===== src/hw/rtl/bdpc_pkg.sv =====
package bdpc_pkg;

    // Width of the debounce countdown and the hold counter
    localparam int CNT_W = 16;
    // Width of the configuration registers and of the write port
    localparam int CFG_W = 16;
    localparam int CMP_W = (CNT_W > CFG_W) ? CNT_W : CFG_W;

    localparam logic [CNT_W-1:0] CNT_MAX = {CNT_W{1'b1}};

    // Register reset values
    localparam logic [CFG_W-1:0] DEBOUNCE_RST = CFG_W'(20);
    localparam logic [CFG_W-1:0] LONG_RST     = CFG_W'(1000);

    // Configuration register indexes
    typedef enum logic [0:0] {
        CFG_DEBOUNCE = 1'b0,
        CFG_LONG     = 1'b1
    } t_cfg_idx;

    // Request codes of one input transaction
    typedef enum logic [1:0] {
        REQ_TICK       = 2'd0,
        REQ_READ_SHORT = 2'd1,
        REQ_READ_LONG  = 2'd2,
        REQ_CLEAR      = 2'd3
    } t_req;

    typedef struct packed {
        logic short_press;
        logic long_press;
        logic button_pressed;
    } t_result;

    // Debounce reload, saturated to the counter width
    function automatic logic [CNT_W-1:0] reload_of(input logic [CFG_W-1:0] ticks);
        logic [CMP_W-1:0] wide;
        wide = CMP_W'(ticks);
        if (wide > CMP_W'(CNT_MAX)) begin
            return CNT_MAX;
        end
        return CNT_W'(wide);
    endfunction

endpackage


===== src/hw/rtl/button_debounce_press_classifier.sv =====
// Button debouncer with short and long press classification.
//
// Input channel (i_in_valid / o_in_stall) carries one request per transaction:
// a tick with the raw pin level (0 = button down), a read of the short-press
// flag, a read of the long-press flag, or a clear of both flags.
// Output channel (o_out_valid / i_out_stall) returns exactly one result per
// request: the flag a read returned (else 0) and the debounced pressed state.
// The result is registered: it is in the output register at the edge after
// acceptance. Throughput is one transaction per cycle while no result stalls;
// the state update is one counter step and compare between the state registers.
// The configuration port writes debounce_ticks (index 0) and
// long_press_ticks (index 1) on any edge with i_cfg_we high; write only while
// no transaction is in flight.
// Reset (synchronous, active low) sets the registers to 20 and 1000, clears all
// flags and the hold count, reloads the countdown, and clears o_out_valid.
// While the receiver stalls a held result, o_in_stall rises and the result
// stays unchanged; a new request is taken in the cycle the result leaves.
module button_debounce_press_classifier (
    input  logic                       i_clk,
    input  logic                       i_rst_n,
    input  logic                       i_in_valid,
    output logic                       o_in_stall,
    input  logic [1:0]                 i_req_type,
    input  logic                       i_pin_level,
    output logic                       o_out_valid,
    input  logic                       i_out_stall,
    output logic                       o_short_press,
    output logic                       o_long_press,
    output logic                       o_button_pressed,
    input  logic                       i_cfg_we,
    input  logic [0:0]                 i_cfg_idx,
    input  logic [bdpc_pkg::CFG_W-1:0] i_cfg_data
);
    import bdpc_pkg::*;

    logic [CFG_W-1:0] r_debounce;
    logic [CFG_W-1:0] r_long_ticks;
    logic             r_out_valid;
    t_result          r_result;
    t_result          core_result;
    logic             in_accept;

    assign o_in_stall = r_out_valid & i_out_stall;
    assign in_accept  = i_in_valid & ~o_in_stall;

    // Write configuration registers
    always_ff @(posedge i_clk) begin
        if (!i_rst_n) begin
            r_debounce   <= DEBOUNCE_RST;
            r_long_ticks <= LONG_RST;
        end else if (i_cfg_we) begin
            case (t_cfg_idx'(i_cfg_idx))
                CFG_DEBOUNCE: r_debounce   <= i_cfg_data;
                CFG_LONG:     r_long_ticks <= i_cfg_data;
                default:      r_debounce   <= r_debounce;
            endcase
        end
    end

    bdpc_core u_core (
        .i_clk              (i_clk),
        .i_rst_n            (i_rst_n),
        .i_en               (in_accept),
        .i_req              (t_req'(i_req_type)),
        .i_pin_level        (i_pin_level),
        .i_debounce_ticks   (r_debounce),
        .i_long_press_ticks (r_long_ticks),
        .o_result           (core_result)
    );

    // Hold the result until the receiver takes it
    always_ff @(posedge i_clk) begin
        if (!i_rst_n) begin
            r_out_valid <= 1'b0;
        end else if (in_accept) begin
            r_out_valid <= 1'b1;
        end else if (!i_out_stall) begin
            r_out_valid <= 1'b0;
        end
    end

    always_ff @(posedge i_clk) begin
        if (in_accept) begin
            r_result <= core_result;
        end
    end

    assign o_out_valid      = r_out_valid;
    assign o_short_press    = r_result.short_press;
    assign o_long_press     = r_result.long_press;
    assign o_button_pressed = r_result.button_pressed;

endmodule


===== src/hw/rtl/bdpc_core.sv =====
module bdpc_core (
    input  logic                      i_clk,
    input  logic                      i_rst_n,
    input  logic                      i_en,
    input  bdpc_pkg::t_req            i_req,
    input  logic                      i_pin_level,
    input  logic [bdpc_pkg::CFG_W-1:0] i_debounce_ticks,
    input  logic [bdpc_pkg::CFG_W-1:0] i_long_press_ticks,
    output bdpc_pkg::t_result         o_result
);
    import bdpc_pkg::*;

    logic             r_last_raw,  n_last_raw;
    logic [CNT_W-1:0] r_countdown, n_countdown;
    logic             r_deb,       n_deb;
    logic [CNT_W-1:0] r_held,      n_held;
    logic             r_long_read, n_long_read;
    logic             r_short,     n_short;
    logic             r_long,      n_long;

    logic             down;
    logic [CNT_W-1:0] held_inc;
    logic             held_is_long;
    logic             prev_is_long;

    assign down = ~i_pin_level;

    // Saturating hold count for a pressed tick
    assign held_inc = (r_held == CNT_MAX) ? r_held : r_held + CNT_W'(1);

    // Threshold compares on the hold count after and before this tick
    assign held_is_long = CMP_W'(held_inc) >= CMP_W'(i_long_press_ticks);
    assign prev_is_long = CMP_W'(r_held) >= CMP_W'(i_long_press_ticks);

    // Next state for one transaction. The level seen at the previous tick's
    // end always equals the current debounced state, so r_deb serves both.
    always_comb begin
        n_last_raw  = r_last_raw;
        n_countdown = r_countdown;
        n_deb       = r_deb;
        n_held      = r_held;
        n_long_read = r_long_read;
        n_short     = r_short;
        n_long      = r_long;
        o_result    = '0;
        case (i_req)
            REQ_TICK: begin
                if (down != r_last_raw) begin
                    n_countdown = reload_of(i_debounce_ticks);
                end else if (r_countdown != '0) begin
                    n_countdown = r_countdown - CNT_W'(1);
                end
                if (n_countdown == '0) begin
                    n_deb = down;
                end
                if (n_deb) begin
                    n_held = held_inc;
                    if (held_is_long && !r_long_read) begin
                        n_long = 1'b1;
                    end
                end else begin
                    if (r_deb && !prev_is_long) begin
                        n_short = 1'b1;
                    end
                    n_held      = '0;
                    n_long_read = 1'b0;
                end
                n_last_raw = down;
            end
            REQ_READ_SHORT: begin
                if (r_short) begin
                    n_short              = 1'b0;
                    o_result.short_press = 1'b1;
                end
            end
            REQ_READ_LONG: begin
                if (r_long) begin
                    n_long              = 1'b0;
                    n_long_read         = 1'b1;
                    o_result.long_press = 1'b1;
                end
            end
            REQ_CLEAR: begin
                n_short = 1'b0;
                n_long  = 1'b0;
            end
            default: begin
                n_short = r_short;
            end
        endcase
        o_result.button_pressed = n_deb;
    end

    // Advance state on each accepted transaction
    always_ff @(posedge i_clk) begin
        if (!i_rst_n) begin
            r_last_raw  <= 1'b0;
            r_countdown <= reload_of(DEBOUNCE_RST);
            r_deb       <= 1'b0;
            r_held      <= '0;
            r_long_read <= 1'b0;
            r_short     <= 1'b0;
            r_long      <= 1'b0;
        end else if (i_en) begin
            r_last_raw  <= n_last_raw;
            r_countdown <= n_countdown;
            r_deb       <= n_deb;
            r_held      <= n_held;
            r_long_read <= n_long_read;
            r_short     <= n_short;
            r_long      <= n_long;
        end
    end

endmodule


===== config.mk =====
export PLATFORM = sky130hd
export DESIGN_NAME = button_debounce_press_classifier
export DESIGN_NICKNAME = d
export VERILOG_FILES = /design/src/hw/rtl/bdpc_pkg.sv /design/src/hw/rtl/button_debounce_press_classifier.sv /design/src/hw/rtl/bdpc_core.sv
export SDC_FILE = /design/constraint.sdc
export NUM_CORES = 1
export LEC_CHECK = 0
export ABC_AREA = 1
export ABC_CLOCK_PERIOD_IN_PS = 7870
export BUFFER_PORTS_ARGS = -buffer_cell sky130_fd_sc_hd__buf_2
export CAP_MARGIN = 15
export CORE_MARGIN = 5
export CORE_UTILIZATION = 45
export CTS_CLUSTER_SIZE = 40
export DETAILED_ROUTE_END_ITERATION = 10
export GPL_TIMING_DRIVEN = 1
export MAX_ROUTING_LAYER = met4
export PLACE_DENSITY_LB_ADDON = 0.08
export SETUP_SLACK_MARGIN = 0.1
export SLEW_MARGIN = 20
export SYNTH_ARGS = -nofsm -noshare
export SYNTH_HDL_FRONTEND = slang
export SYNTH_SLANG_ARGS = --single-unit
export TNS_END_PERCENT = 100

===== constraint.sdc =====
create_clock -name i_clk -period 7.87 [get_ports i_clk]
set_clock_uncertainty 0.2 [all_clocks]
set_input_delay 1.9675 -clock i_clk [delete_from_list [all_inputs] [get_ports i_clk]]
set_output_delay 1.9675 -clock i_clk [all_outputs]
set_load 0.01 [all_outputs]

Word level (Yosys, flattened, before mapping)
Cells that the tools add are included.

word-level totals
  register bits = 73
  word-level logic and storage cells = 78
  output and inout bits = 5
  input bits = 25

operators by class
  bitwise operators = 5
  reductions and logical operators = 18
  equal/unequal tests = 11
  add/subtract/negate cells = 2
  multiplexer cells = 26
  $lt $le $gt $ge = 3

operators by type and width
  operator                 number
  $mux W16                 7
  $ge A16 B16 Y1           2
  $add A16 B1 Y16 const B  1
  $eq A16 B16 Y1 const B   1
  $gt A16 B16 Y1 const B   1
  $logic_not A16 Y1        1
  $mux W1                  16
  $reduce_bool A16 Y1      1
  $sub A16 B1 Y16 const B  1
  $reduce_and A4 Y1        3
  $ne A2 B1 Y1 const B     5
  $pmux W1 S2              3
  $reduce_and A2 Y1        3
  $reduce_bool A2 Y1       3
  $eq A2 B2 Y1 const B     2
  $reduce_or A2 Y1         2
  $not A1 Y1               3
  $and A1 B1 Y1            2
  $eq A2 B1 Y1 const B     1
  $logic_and A1 B1 Y1      2
  $logic_not A1 Y1         2
  $logic_not A2 Y1         1
  $ne A2 B2 Y1 const B     1
  $ne A1 B1 Y1             1

Longest topological paths before layout
Gate-level depths: netlist (run 1).

  depth after elaboration = 12
  gate-level depth with buffers = 22

Modules after synthesis
Synthesis (run 1) repeated with hierarchy kept, for this count alone.

second synthesis, totals
  cells, all modules = 780
  area, all modules = 5,143.7 µm²

by module, submodules not included
  module                            area an instance (µm²)  times used  cells each
  bdpc_core                         3,733.6                 1           600
  button_debounce_press_classifier  1,410.1                 1           180

Least setup slack after synthesis (run 1)
No wires, ideal clock.

  path kind = input port to output port
  start = in i_out_stall
  end = out o_in_stall
  data arrival time = 2.119 ns
  data required time = 5.702 ns
  stages = 2
  slack = 3.583 ns
  cell sequence = nand2_1 -> inv_1

on the way
  cells in the longest elaborated chain, start to end = 1

RTL lines
  item           RTL line                                text
  from (decl)    button_debounce_press_classifier.sv:26  input logic i_out_stall,
  $and A1 B1 Y1  button_debounce_press_classifier.sv:43  assign o_in_stall = r_out_valid & i_out_stall;
  to (decl)      button_debounce_press_classifier.sv:22  output logic o_in_stall,

Every way passes these cells.

Worst setup path after layout (run 1)
Ends and elaborated chain as after synthesis.

==> impl_results.md, run 1 <==
* Layout cells sized above 1 at approximately 14%
* CTS max path bufs at 2
* Core area at about 0.010 mm^2
* Setup bufs post-CTS at 0
* N_diodes at 0
* Slowest-stage cell, CP: buf_2
* M3 GR Usage at about 3.9%
* Final Util at between 50% and 60%
* ANT nets after route at 0
* PwrDens at approximately 170 mW/mm^2
* Seq. cell area at 0.00149 mm^2
* Area of placed instances at 0.00500 mm^2
* Max Freq at about 220 MHz
* Hold crit path type: register to register
* EDFF count, synth at 3
* CTS hold repair buffers at 0
* YS warnings at 0
* CP most frequent cell: buf_2
* Clk_lat worst skew at around 0.36 ns
* Post-synthesis sequential area ratio at 31.0%
* PortBufs at 29
* Fill cells at 1091
* Vias after detailed routing at ~4.5k
* DR DRC count at 0
* Cell Rows at 37
* Mapped Area at slightly below 0.005 mm^2
* Seq cells post-synth at between 70 and 80
* Setup violations, final at 0
* Clock root buffer: clkbuf_8
* Cts repair resizes at 0
* Total CTS buffers at 9
* Worst Tran Pin Value at 1.01 ns
* Die ar. at approximately 0.013 mm^2
* Final Cell Area at about 0.0052 mm^2
* Fin nets at around 800
* Met2 global-route usage at a little under a third
* Post-synthesis cell count at around 700
* Max-cap violations at 0
* GR peak layer: met2
* Worst-path fanout max at 2
* Min cycle time layout at between 4 and 5 ns
* Detailed Route WL at 12.6 mm
* Clock Sinks at 73
* CTS tree: built
* H-tree depth at 3
* GRT Total Usage at a little over a fifth
* Final Wtd Congestion at slightly below 0.9
* Avg Synthesized Cell Area at roughly 6.8 um^2
* Met1 usage at a little under 30%
* Die width at roughly 110 um
* Normalized max-slew margin at 32.3%
* Die H at about 110 um
* Multi-input logic area at roughly 0.0028 mm^2
* Post-route setup TNS at 0 ns
* Ys flop type: dfxtp_1
* Post-Syn Nets at about 760
* Final Hold Violating Endpoints at 0
* Post-synthesis cell type count at 37
* Num ports at 30
* Initial DRT Pass Iterations at 7
* Antenna violations before repair at 0
* Via-to-Cell Ratio at ~5.2
* Maximum VDD drop at about 0.00011 V
* Vias in the first global route at about 4.2k
* Pleak at about 0.0024 uW
* Starting Density at between 40 and 50%
* Ys async rst share at 0%
* Clk slew on worst S/H paths at 0.08 ns
* Critical path arrival at roughly 2.3 ns
* Grt ovf at 0
* WL/cell at 14.6 um
* Max Slew Vio Count at 0
* DP Wirelength at approximately 9.4 mm
* CP required at 5.70 ns
* Worst path cell trace: buf_2, nand2_1, inv_1, buf_2
* Crit start category: input pin
* Critical path class: input pin to output pin
* Fin crit share at between 50% and 60%
* Slowest stage delay, CP at ~0.13 ns
* First-pass GRT wire length at ~21 mm
* Status: complete, no violations
* RSZ-0062 raised after global routing: false
* Endpoint kind of the worst setup timing path: output pin
* DR iter-0 viols at 304
* Largest net degree at the start of global routing at 45
* Area Growth Syn to Fin at 9.08%
power by group:
group          switching [uW]  total [uW]  internal, uW
clock                     165         379           214
combinational            92.0         133          41.3
sequential               11.1         399           388
total                     268         911           643
layout by cell type, fill, tap and decap left out, drive strengths merged:
cell / count
nand2: 170
inv: 93
nor2: 83
dfxtp: 70
a21oi: 70
nand3: 58
o21ai: 52
ha: 35
buf: 31
nor3: 14
xor2: 10
o211ai: 10
clkbuf: 9
clkinv: 4
bufinv: 3
edfxtp: 3
or2: 3
a211oi: 2
nand4: 1
a31oi: 1
xnor2: 1
a31o: 1
nand3b: 1
a21boi: 1
kinds of logic (layout without fill, tap and decap cells):
group | Yosys count | count (layout) | synth area share, %
adder cells (fa/ha/maj) | 35 | 35 | 9.11
XOR/XNOR | 11 | 11 | 2.00
flip-flops | 73 | 73 | 31.0
buffers and inverters | 116 | 140 | 10.2
AO/OA/AOI/OAI | 137 | 137 | 15.9
AND/OR/NAND/NOR | 330 | 330 | 31.8
critical path, delay by kind of cell:
family / cells / cell delay, ns
buffers and inverters: 3 / 0.27
AND/OR/NAND/NOR: 1 / 0.07
per-layer routing:
layer	vias to the layer above	routed length, um
li1	2321	-
met2	112	5370
met4	0	281
met1	2025	6230
met5	-	0
met3	21	687
final cells by class:
class	count	share of cell area, %
Timing Repair Buffer	31	3.05
Inverter	93	6.66
Sequential cell	73	28.4
Tap cell	136	3.25
Multi-Input combinational cell	513	53.9
Clock buffer	9	2.36
Clock inverter	7	2.34
stage by stage:
| stage | setup WS [ns] | hold slack, ns | total power [uW] | instances |
|---|---|---|---|---|
| final | 3.39 | 0.262 | 911 | 862 |
| after global placement | 3.32 | 0.248 | 539 | 846 |
| after CTS | 3.39 | 0.262 | 918 | 862 |
| after global routing | 3.36 | 0.283 | 954 | 862 |
| after floorplan | 3.58 | 0.229 | 504 | 702 |
| after detailed placement | 3.25 | 0.249 | 540 | 846 |
sequential cells by signal, summed over array words and instances, names as in the netlist:
| register | count |
|---|---|
| o_short_press | 1 |
| r_long_ticks | 16 |
| u_core.r_last_raw | 1 |
| o_button_pressed | 1 |
| o_long_press | 1 |
| u_core.r_long_read | 1 |
| o_out_valid | 1 |
| u_core.r_long | 1 |
| u_core.r_deb | 1 |
| u_core.r_held | 16 |
| u_core.r_countdown | 16 |
| u_core.r_short | 1 |
| r_debounce | 16 |
final timing paths:
| check | start | slack [ns] | depth (start not counted) | end |
|---|---|---|---|---|
| setup reg to reg | u_core.r_held[0]$_SDFFE_PN0P_ | 4.07 | 18 | u_core.r_long$_SDFFE_PN0P_ |
| hold reg to reg | u_core.r_long$_SDFFE_PN0P_ | 0.26 | 2 | u_core.r_long$_SDFFE_PN0P_ |
| hold / removal | u_core.r_long$_SDFFE_PN0P_ | 0.26 | 2 | u_core.r_long$_SDFFE_PN0P_ |
| setup / recovery | i_out_stall | 3.39 | 4 | o_in_stall |
Yosys cell counts, types with 2 or more instances:
| cell type | number | area share, % |
|---|---|---|
| a211oi_1 | 2 | 0.31 |
| a21oi_1 | 61 | 6.4 |
| a21oi_2 | 9 | 1.6 |
| buf_12 | 2 | 0.83 |
| buf_2 | 2 | 0.21 |
| buf_6 | 2 | 0.47 |
| clkbuf_1 | 15 | 1.2 |
| clkinv_1 | 3 | 0.23 |
| dfxtp_1 | 70 | 29 |
| edfxtp_1 | 3 | 1.9 |
| ha_1 | 35 | 9.1 |
| inv_1 | 88 | 6.9 |
| inv_2 | 2 | 0.16 |
| nand2_1 | 161 | 13 |
| nand2_2 | 7 | 0.91 |
| nand2_4 | 2 | 0.47 |
| nand3_1 | 40 | 4.2 |
| nand3_2 | 18 | 3.7 |
| nor2_1 | 70 | 5.5 |
| nor2_2 | 8 | 1.0 |
| nor2_4 | 5 | 1.2 |
| nor3_1 | 13 | 1.4 |
| o211ai_1 | 10 | 1.6 |
| o21ai_0 | 50 | 5.2 |
| o21ai_2 | 2 | 0.36 |
| or2_2 | 2 | 0.26 |
| xor2_1 | 10 | 1.8 |
Power figures use the tool's default switching activity.
==> run 2: changes to the inputs <==
- ABC_CLOCK_PERIOD_IN_PS: 7870 -> 4600
- clock period: 7.87 -> 4.6 ns (I/O delays scaled with it)
==> impl_results.md, run 2 (synthesized netlist as in run 1, its figures left out) <==
* DR DRC count at 0
* Setup violations, final at 0
* Crit start category: register
* Endpoint kind of the worst setup timing path: register
* Clk_lat worst skew at between 0.3 and 0.4 ns
* Die ar. at between 0.01 and 0.015 mm^2
* Maximum VDD drop at 0.000169 V
* Slowest stage delay, CP at ~0.43 ns
* Die H at between 100 and 150 um
* Largest delay share family, worst path: simple AND/OR/NAND/NOR gates
* Layout cells sized above 1 at ~14%
* Critical path arrival at 3.51 ns
* CTS hold repair buffers at 0
* Max-cap violations at 0
* Max Slew Vio Count at 0
* Normalized max-slew margin at 32.7%
* Fill cells at roughly 1.1k
* Starting Density at a little under half
* Area of placed instances at between 0.005 and 0.006 mm^2
* Min cycle time layout at between 3 and 4 ns
* Power, Total at between 1000 and 1500 uW
* Via-to-Cell Ratio at just over 5
* DP Wirelength at 9.26 mm
* Vias in the first global route at between 4k and 5k
* First-pass GRT wire length at between 20 and 25 mm
* Pleak at 0.00243 uW
* PortBufs at 29
* RR Endpoint: u_core.r_long$_SDFFE_PN0P_
* Core area at about 0.010 mm^2
* Clk slew on worst S/H paths at around 0.08 ns
* Vias after detailed routing at 4364
* Status: complete, no violations
* ANT nets after route at 0
* Worst path cell trace: ha_1, nand2_1, nor3_1, nand2_1, nor2_1, inv_1, nor2_1, inv_1, nor2_4, nor3_1, xor2_1, ha_1, nand2_1, nor3_1, nand3_1, a31o_2, nand2_1, nand3_1, nand2_1, a21oi_1
* HP Start: u_core.r_short$_SDFFE_PN0P_
* Max Freq at ~290 MHz
* Detailed Route WL at approximately 12 mm
* CTS max path bufs at 2
* GRT Total Usage at between 20% and 30%
* Fin nets at between 700 and 800
* Largest net degree at the start of global routing at between 40 and 50
* Most frequent cells in the layout: nand2_1, inv_1, nor2_1, dfxtp_1, a21oi_1
* Total CTS buffers at 9
* Initial DRT Pass Iterations at 4
* Hold crit path type: register to register
* Worst hold path endpoint: u_core.r_short$_SDFFE_PN0P_
* Reg2reg path depth at 20
* Cts repair resizes at 0
* Fin crit share at about three quarters
* CP Buf/Inv Count at 2
* WL/cell at roughly 14 um
* Critical path class: register to register
* Final Util at ~50%
* CP required at about 4.6 ns
* Antenna violations before repair at 0
* Slowest-stage cell, CP: dfxtp_1
* R2R Setup Slk at roughly 1.1 ns
* Most common cell after layout, fill and taps aside: nand2_1
* CP most frequent cell: nand2_1
* DR iter-0 viols at slightly above 300
* Cell Rows at 37
* PwrDens at approximately 280 mW/mm^2
* H-tree depth at 3
* Critical R2R Launch: u_core.r_held[0]$_SDFFE_PN0P_
* Area Growth Syn to Fin at 8.28%
* N_diodes at 0
* Grt ovf at 0
* Final Cell Area at ~0.0052 mm^2
* Worst Tran Pin Value at 1.00 ns
* Clock Sinks at 73
* Num ports at 30
* WHS Path Cells at 2
* CTS tree: built
* RSZ-0062 raised after global routing: false
* Final Wtd Congestion at roughly 0.88
* Final Hold Violating Endpoints at 0
* Post-route setup TNS at 0 ns
* Setup bufs post-CTS at 0
* Worst-path fanout max at 7
* Die width at between 100 and 150 um
* Clock root buffer: clkbuf_8
## run 2: cell count changes in the layout (fill, tap and decap cells not counted)
cell and change:
buf_4 +1, bufinv_16 -2, clkinv_2 +1, inv_6 +1
## run 2: worst max path at each step
stage	startpoint	end	cells after the start	slack, ns
after global placement	i_pin_level	u_core.r_long$_SDFFE_PN0P_	15	1.04
final	u_core.r_held[0]$_SDFFE_PN0P_	u_core.r_long$_SDFFE_PN0P_	20	1.11
after global routing	u_core.r_held[0]$_SDFFE_PN0P_	u_core.r_long$_SDFFE_PN0P_	19	0.70
after CTS	u_core.r_held[0]$_SDFFE_PN0P_	u_core.r_long$_SDFFE_PN0P_	20	1.11
after floorplan	u_core.r_held[0]$_SDFFE_PN0P_	u_core.r_long$_SDFFE_PN0P_	20	1.56
after detailed placement	i_pin_level	u_core.r_held[8]$_SDFFE_PN0P_	15	0.98
## run 2: where the power goes
group,internal [uW],leakage (uW),switching [uW]
Combinational,71.3,0.00173,153
Clock,257,0.000105,273
Sequential,664,0.000603,18.2
Total,992,0.00243,444
## run 2: routing by layer
layer / vias to the layer above / track usage, % / part of all wire, %
li1: 2320 / - / -
met1: 1944 / 28.9 / 52
met2: 87 / 29.2 / 43
met3: 13 / 3.37 / 3.7
met4: 0 / 6.41 / 1.6
met5: - / - / 0
## run 2: worst min-delay path, delay by kind of cell, from the launching register on
family | cells | cell delay (ns)
compound gates | 1 | 0.06
buf+inv | 1 | 0.06
flops | 1 | 0.31
## run 2: final cells by class
class	instances	area [um^2]	area share [%]
clock buffers	9	124	2.38
clock inverters	7	76.3	1.47
inverters	93	349	6.71
multi-input cells	513	2830	54.3
flip-flops and latches	73	1490	28.7
well taps	136	170	3.27
repair buffers	32	168	3.22
## run 2: per-stage QoR
stage               hold slack (ns)  cells  setup WS (ns)
floorplan                     0.229    702           1.56
global placement              0.252    847           1.04
detailed placement            0.258    847          0.978
CTS                           0.270    863           1.11
global route                  0.291    863          0.699
finish                        0.264    863           1.11
==> run 3: changes to the inputs <==
- ABC_CLOCK_PERIOD_IN_PS: 4600 -> 3500
- clock period: 4.6 -> 3.5 ns (I/O delays scaled with it)
==> impl_results.md, run 3 (synthesized netlist as in run 1, its figures left out) <==
* Final Util at 51.6%
* Endpoint kind of the worst setup timing path: register
* Cell internal pwr at 1370 uW
* Via-to-Cell Ratio at about 5.2
* Largest net degree at the start of global routing at between 40 and 50
* Clock root buffer: clkbuf_8
* Clock network fraction of design power at 39.1%
* Critical path class: register to register
* Clock Sinks at 73
* RSZ-0062 raised after global routing: false
* Slowest stage delay, CP at ~0.38 ns
* DP Wirelength at 9.18 mm
* Cell Rows at 37
* Vias after detailed routing at ~4.5k
* Post-route setup TNS at 0 ns
* Die width at ~110 um
* WL/cell at around 14 um
* Max-cap violations at 0
* Worst Tran Pin Value at 0.587 ns
* PortBufs at 29
* Reg2reg path depth at 19
* First-pass GRT wire length at roughly 21 mm
* Slowest-stage cell, CP: dfxtp_2
* Clk slew on worst S/H paths at ~0.09 ns
* Starting Density at a little under half
* Part of the power in combinational logic at 15.2%
* CP Buf/Inv Count at 2
* Setup violations, final at 0
* Switch Pwr at a little under 600 uW
* Maximum VDD drop at 0.000236 V
* Pleak at 0.00252 uW
* Setup bufs post-CTS at 0
* Num ports at 30
* CP required at ~3.5 ns
* R2R Setup Slk at roughly 0.36 ns
* Die ar. at around 0.013 mm^2
* Final Hold Violating Endpoints at 0
* CTS hold repair buffers at 0
* DR iter-0 viols at roughly 250
* Die H at roughly 110 um
* Max Freq at 318 MHz
* Final Wtd Congestion at 0.848
* H-tree depth at 3
* GRT Total Usage at between 20% and 30%
* Area Growth Syn to Fin at 11.3%
* Most frequent cells in the layout: nand2_1, inv_1, nor2_1
* Worst hold path endpoint: u_core.r_short$_SDFFE_PN0P_
* Clk_lat worst skew at about 0.35 ns
* WHS Path Cells at 2
* CTS tree: built
* ANT nets after route at 0
* HP Start: u_core.r_short$_SDFFE_PN0P_
* Initial DRT Pass Iterations at 4
* Detailed Route WL at ~12 mm
* Normalized max-slew margin at 60.8%
* Crit start category: register
* Dpl ws at between 0.1 and 0.15 ns
* Critical R2R Launch: u_core.r_held[1]$_SDFFE_PN0P_
* Critical path arrival at roughly 3.2 ns
* Fin nets at 786
* N_diodes at 0
* Multi-input logic area at a little under 0.003 mm^2
* Max Slew Vio Count at 0
* Grt ovf at 0
* Min cycle time layout at around 3.1 ns
* Sequential power share at between 40% and 50%
* Finished Layout Cells at approximately 870
* CTS max path bufs at 2
* Status: complete, no violations
* Final setup margin at roughly 0.36 ns
* Total CTS buffers at 9
* RR Endpoint: u_core.r_long$_SDFFE_PN0P_
* Switch share at approximately 30%
* Hold crit path type: register to register
* Placed Instances at ~850
* Fill cells at around 1.1k
* Antenna violations before repair at 0
* Vias in the first global route at ~4.2k
* DR DRC count at 0
* Largest delay share family, worst path: simple AND/OR/NAND/NOR gates
* PwrDens at around 370 mW/mm^2
* Core area at 0.0104 mm^2
* Worst path cell trace: inv_1, nor2_2, nand3_2, nor3_4, nand3_2, nor3_4, a21oi_1, a31oi_2, ha_1, nand2_1, inv_1, nand3_1, nor3_2, nand3_1, a31o_2, nand2_1, nand3_1, nand2_1, a21oi_1
* Worst-path fanout max at 4
* Most common cell after layout, fill and taps aside: nand2_1
* Seq. cell area at 0.00150 mm^2
* Layout cells sized above 1 at between 15 and 20%
* Fin crit share at 89.8%
-- run 3: changes by cell type in the layout (fill, tap and decap cells not counted), moves of 3 or more --
cell / previous run / this run
dfxtp_1: 70 / 64
dfxtp_2: 0 / 5
buf_4: 3 / 7
nor3_1: 13 / 9
nor3_4: 0 / 3
-- run 3: worst min-delay path, cell delays in order, from the launching register on --
cell and delay, ns:
dfxtp_1 0.31, inv_1 0.06, a21oi_1 0.06
-- run 3: worst max-delay path by stage --
stage	startpoint	to	slack [ns]	depth (start not counted)
2_1_floorplan	u_core.r_held[0]$_SDFFE_PN0P_	u_core.r_long$_SDFFE_PN0P_	0.46	20
3_3_place_gp	u_core.r_held[2]$_SDFFE_PN0P_	u_core.r_long$_SDFFE_PN0P_	0.18	19
3_5_place_dp	u_core.r_held[0]$_SDFFE_PN0P_	u_core.r_long$_SDFFE_PN0P_	0.13	20
4_1_cts	u_core.r_held[0]$_SDFFE_PN0P_	u_core.r_long$_SDFFE_PN0P_	0.10	20
5_1_grt	u_core.r_held[1]$_SDFFE_PN0P_	u_core.r_long$_SDFFE_PN0P_	0.03	19
6_report	u_core.r_held[1]$_SDFFE_PN0P_	u_core.r_long$_SDFFE_PN0P_	0.36	19
-- run 3: cell type report --
type / instances / share of cell area (%)
Clock buffer: 11 / 3.04
Sequential cell: 73 / 28.1
Multi-Input combinational cell: 513 / 54.2
Tap cell: 136 / 3.18
Timing Repair Buffer: 36 / 3.70
Clock inverter: 5 / 1.26
Inverter: 93 / 6.52
-- run 3: routing by layer --
metal	vias up	routed length (um)	track usage, %
met3	13	414	2.51
met4	0	157	5.13
met2	87	5520	31.6
met1	2042	6220	28.5
li1	2325	-	-
met5	-	0	-
-- run 3: power groups by stage --
stage | registers [uW] | clock network, uW | logic (uW)
after CTS | 896 | 783 | 299
after global placement | 914 | 0 | 294
after detailed placement | 916 | 0 | 298
final | 896 | 766 | 299
after global routing | 900 | 827 | 343
after floorplan | 910 | 0 | 224
-- run 3: repair_timing --
item | in CTS | in global routing
endpoints found under the hold margin | 0 | 0
setup endpoints to repair | 0 | 1
gates resized for setup | 0 | 23
-- run 3: stage by stage --
stage                     power [uW]  hold slack [ns]  cell area, um^2
after floorplan                 1130            0.229             4810
after global placement          1210            0.255             5030
final                           1960            0.266             5350
after CTS                       1980            0.274             5270
after global routing            2070            0.301             5350
after detailed placement        1210            0.261             5030
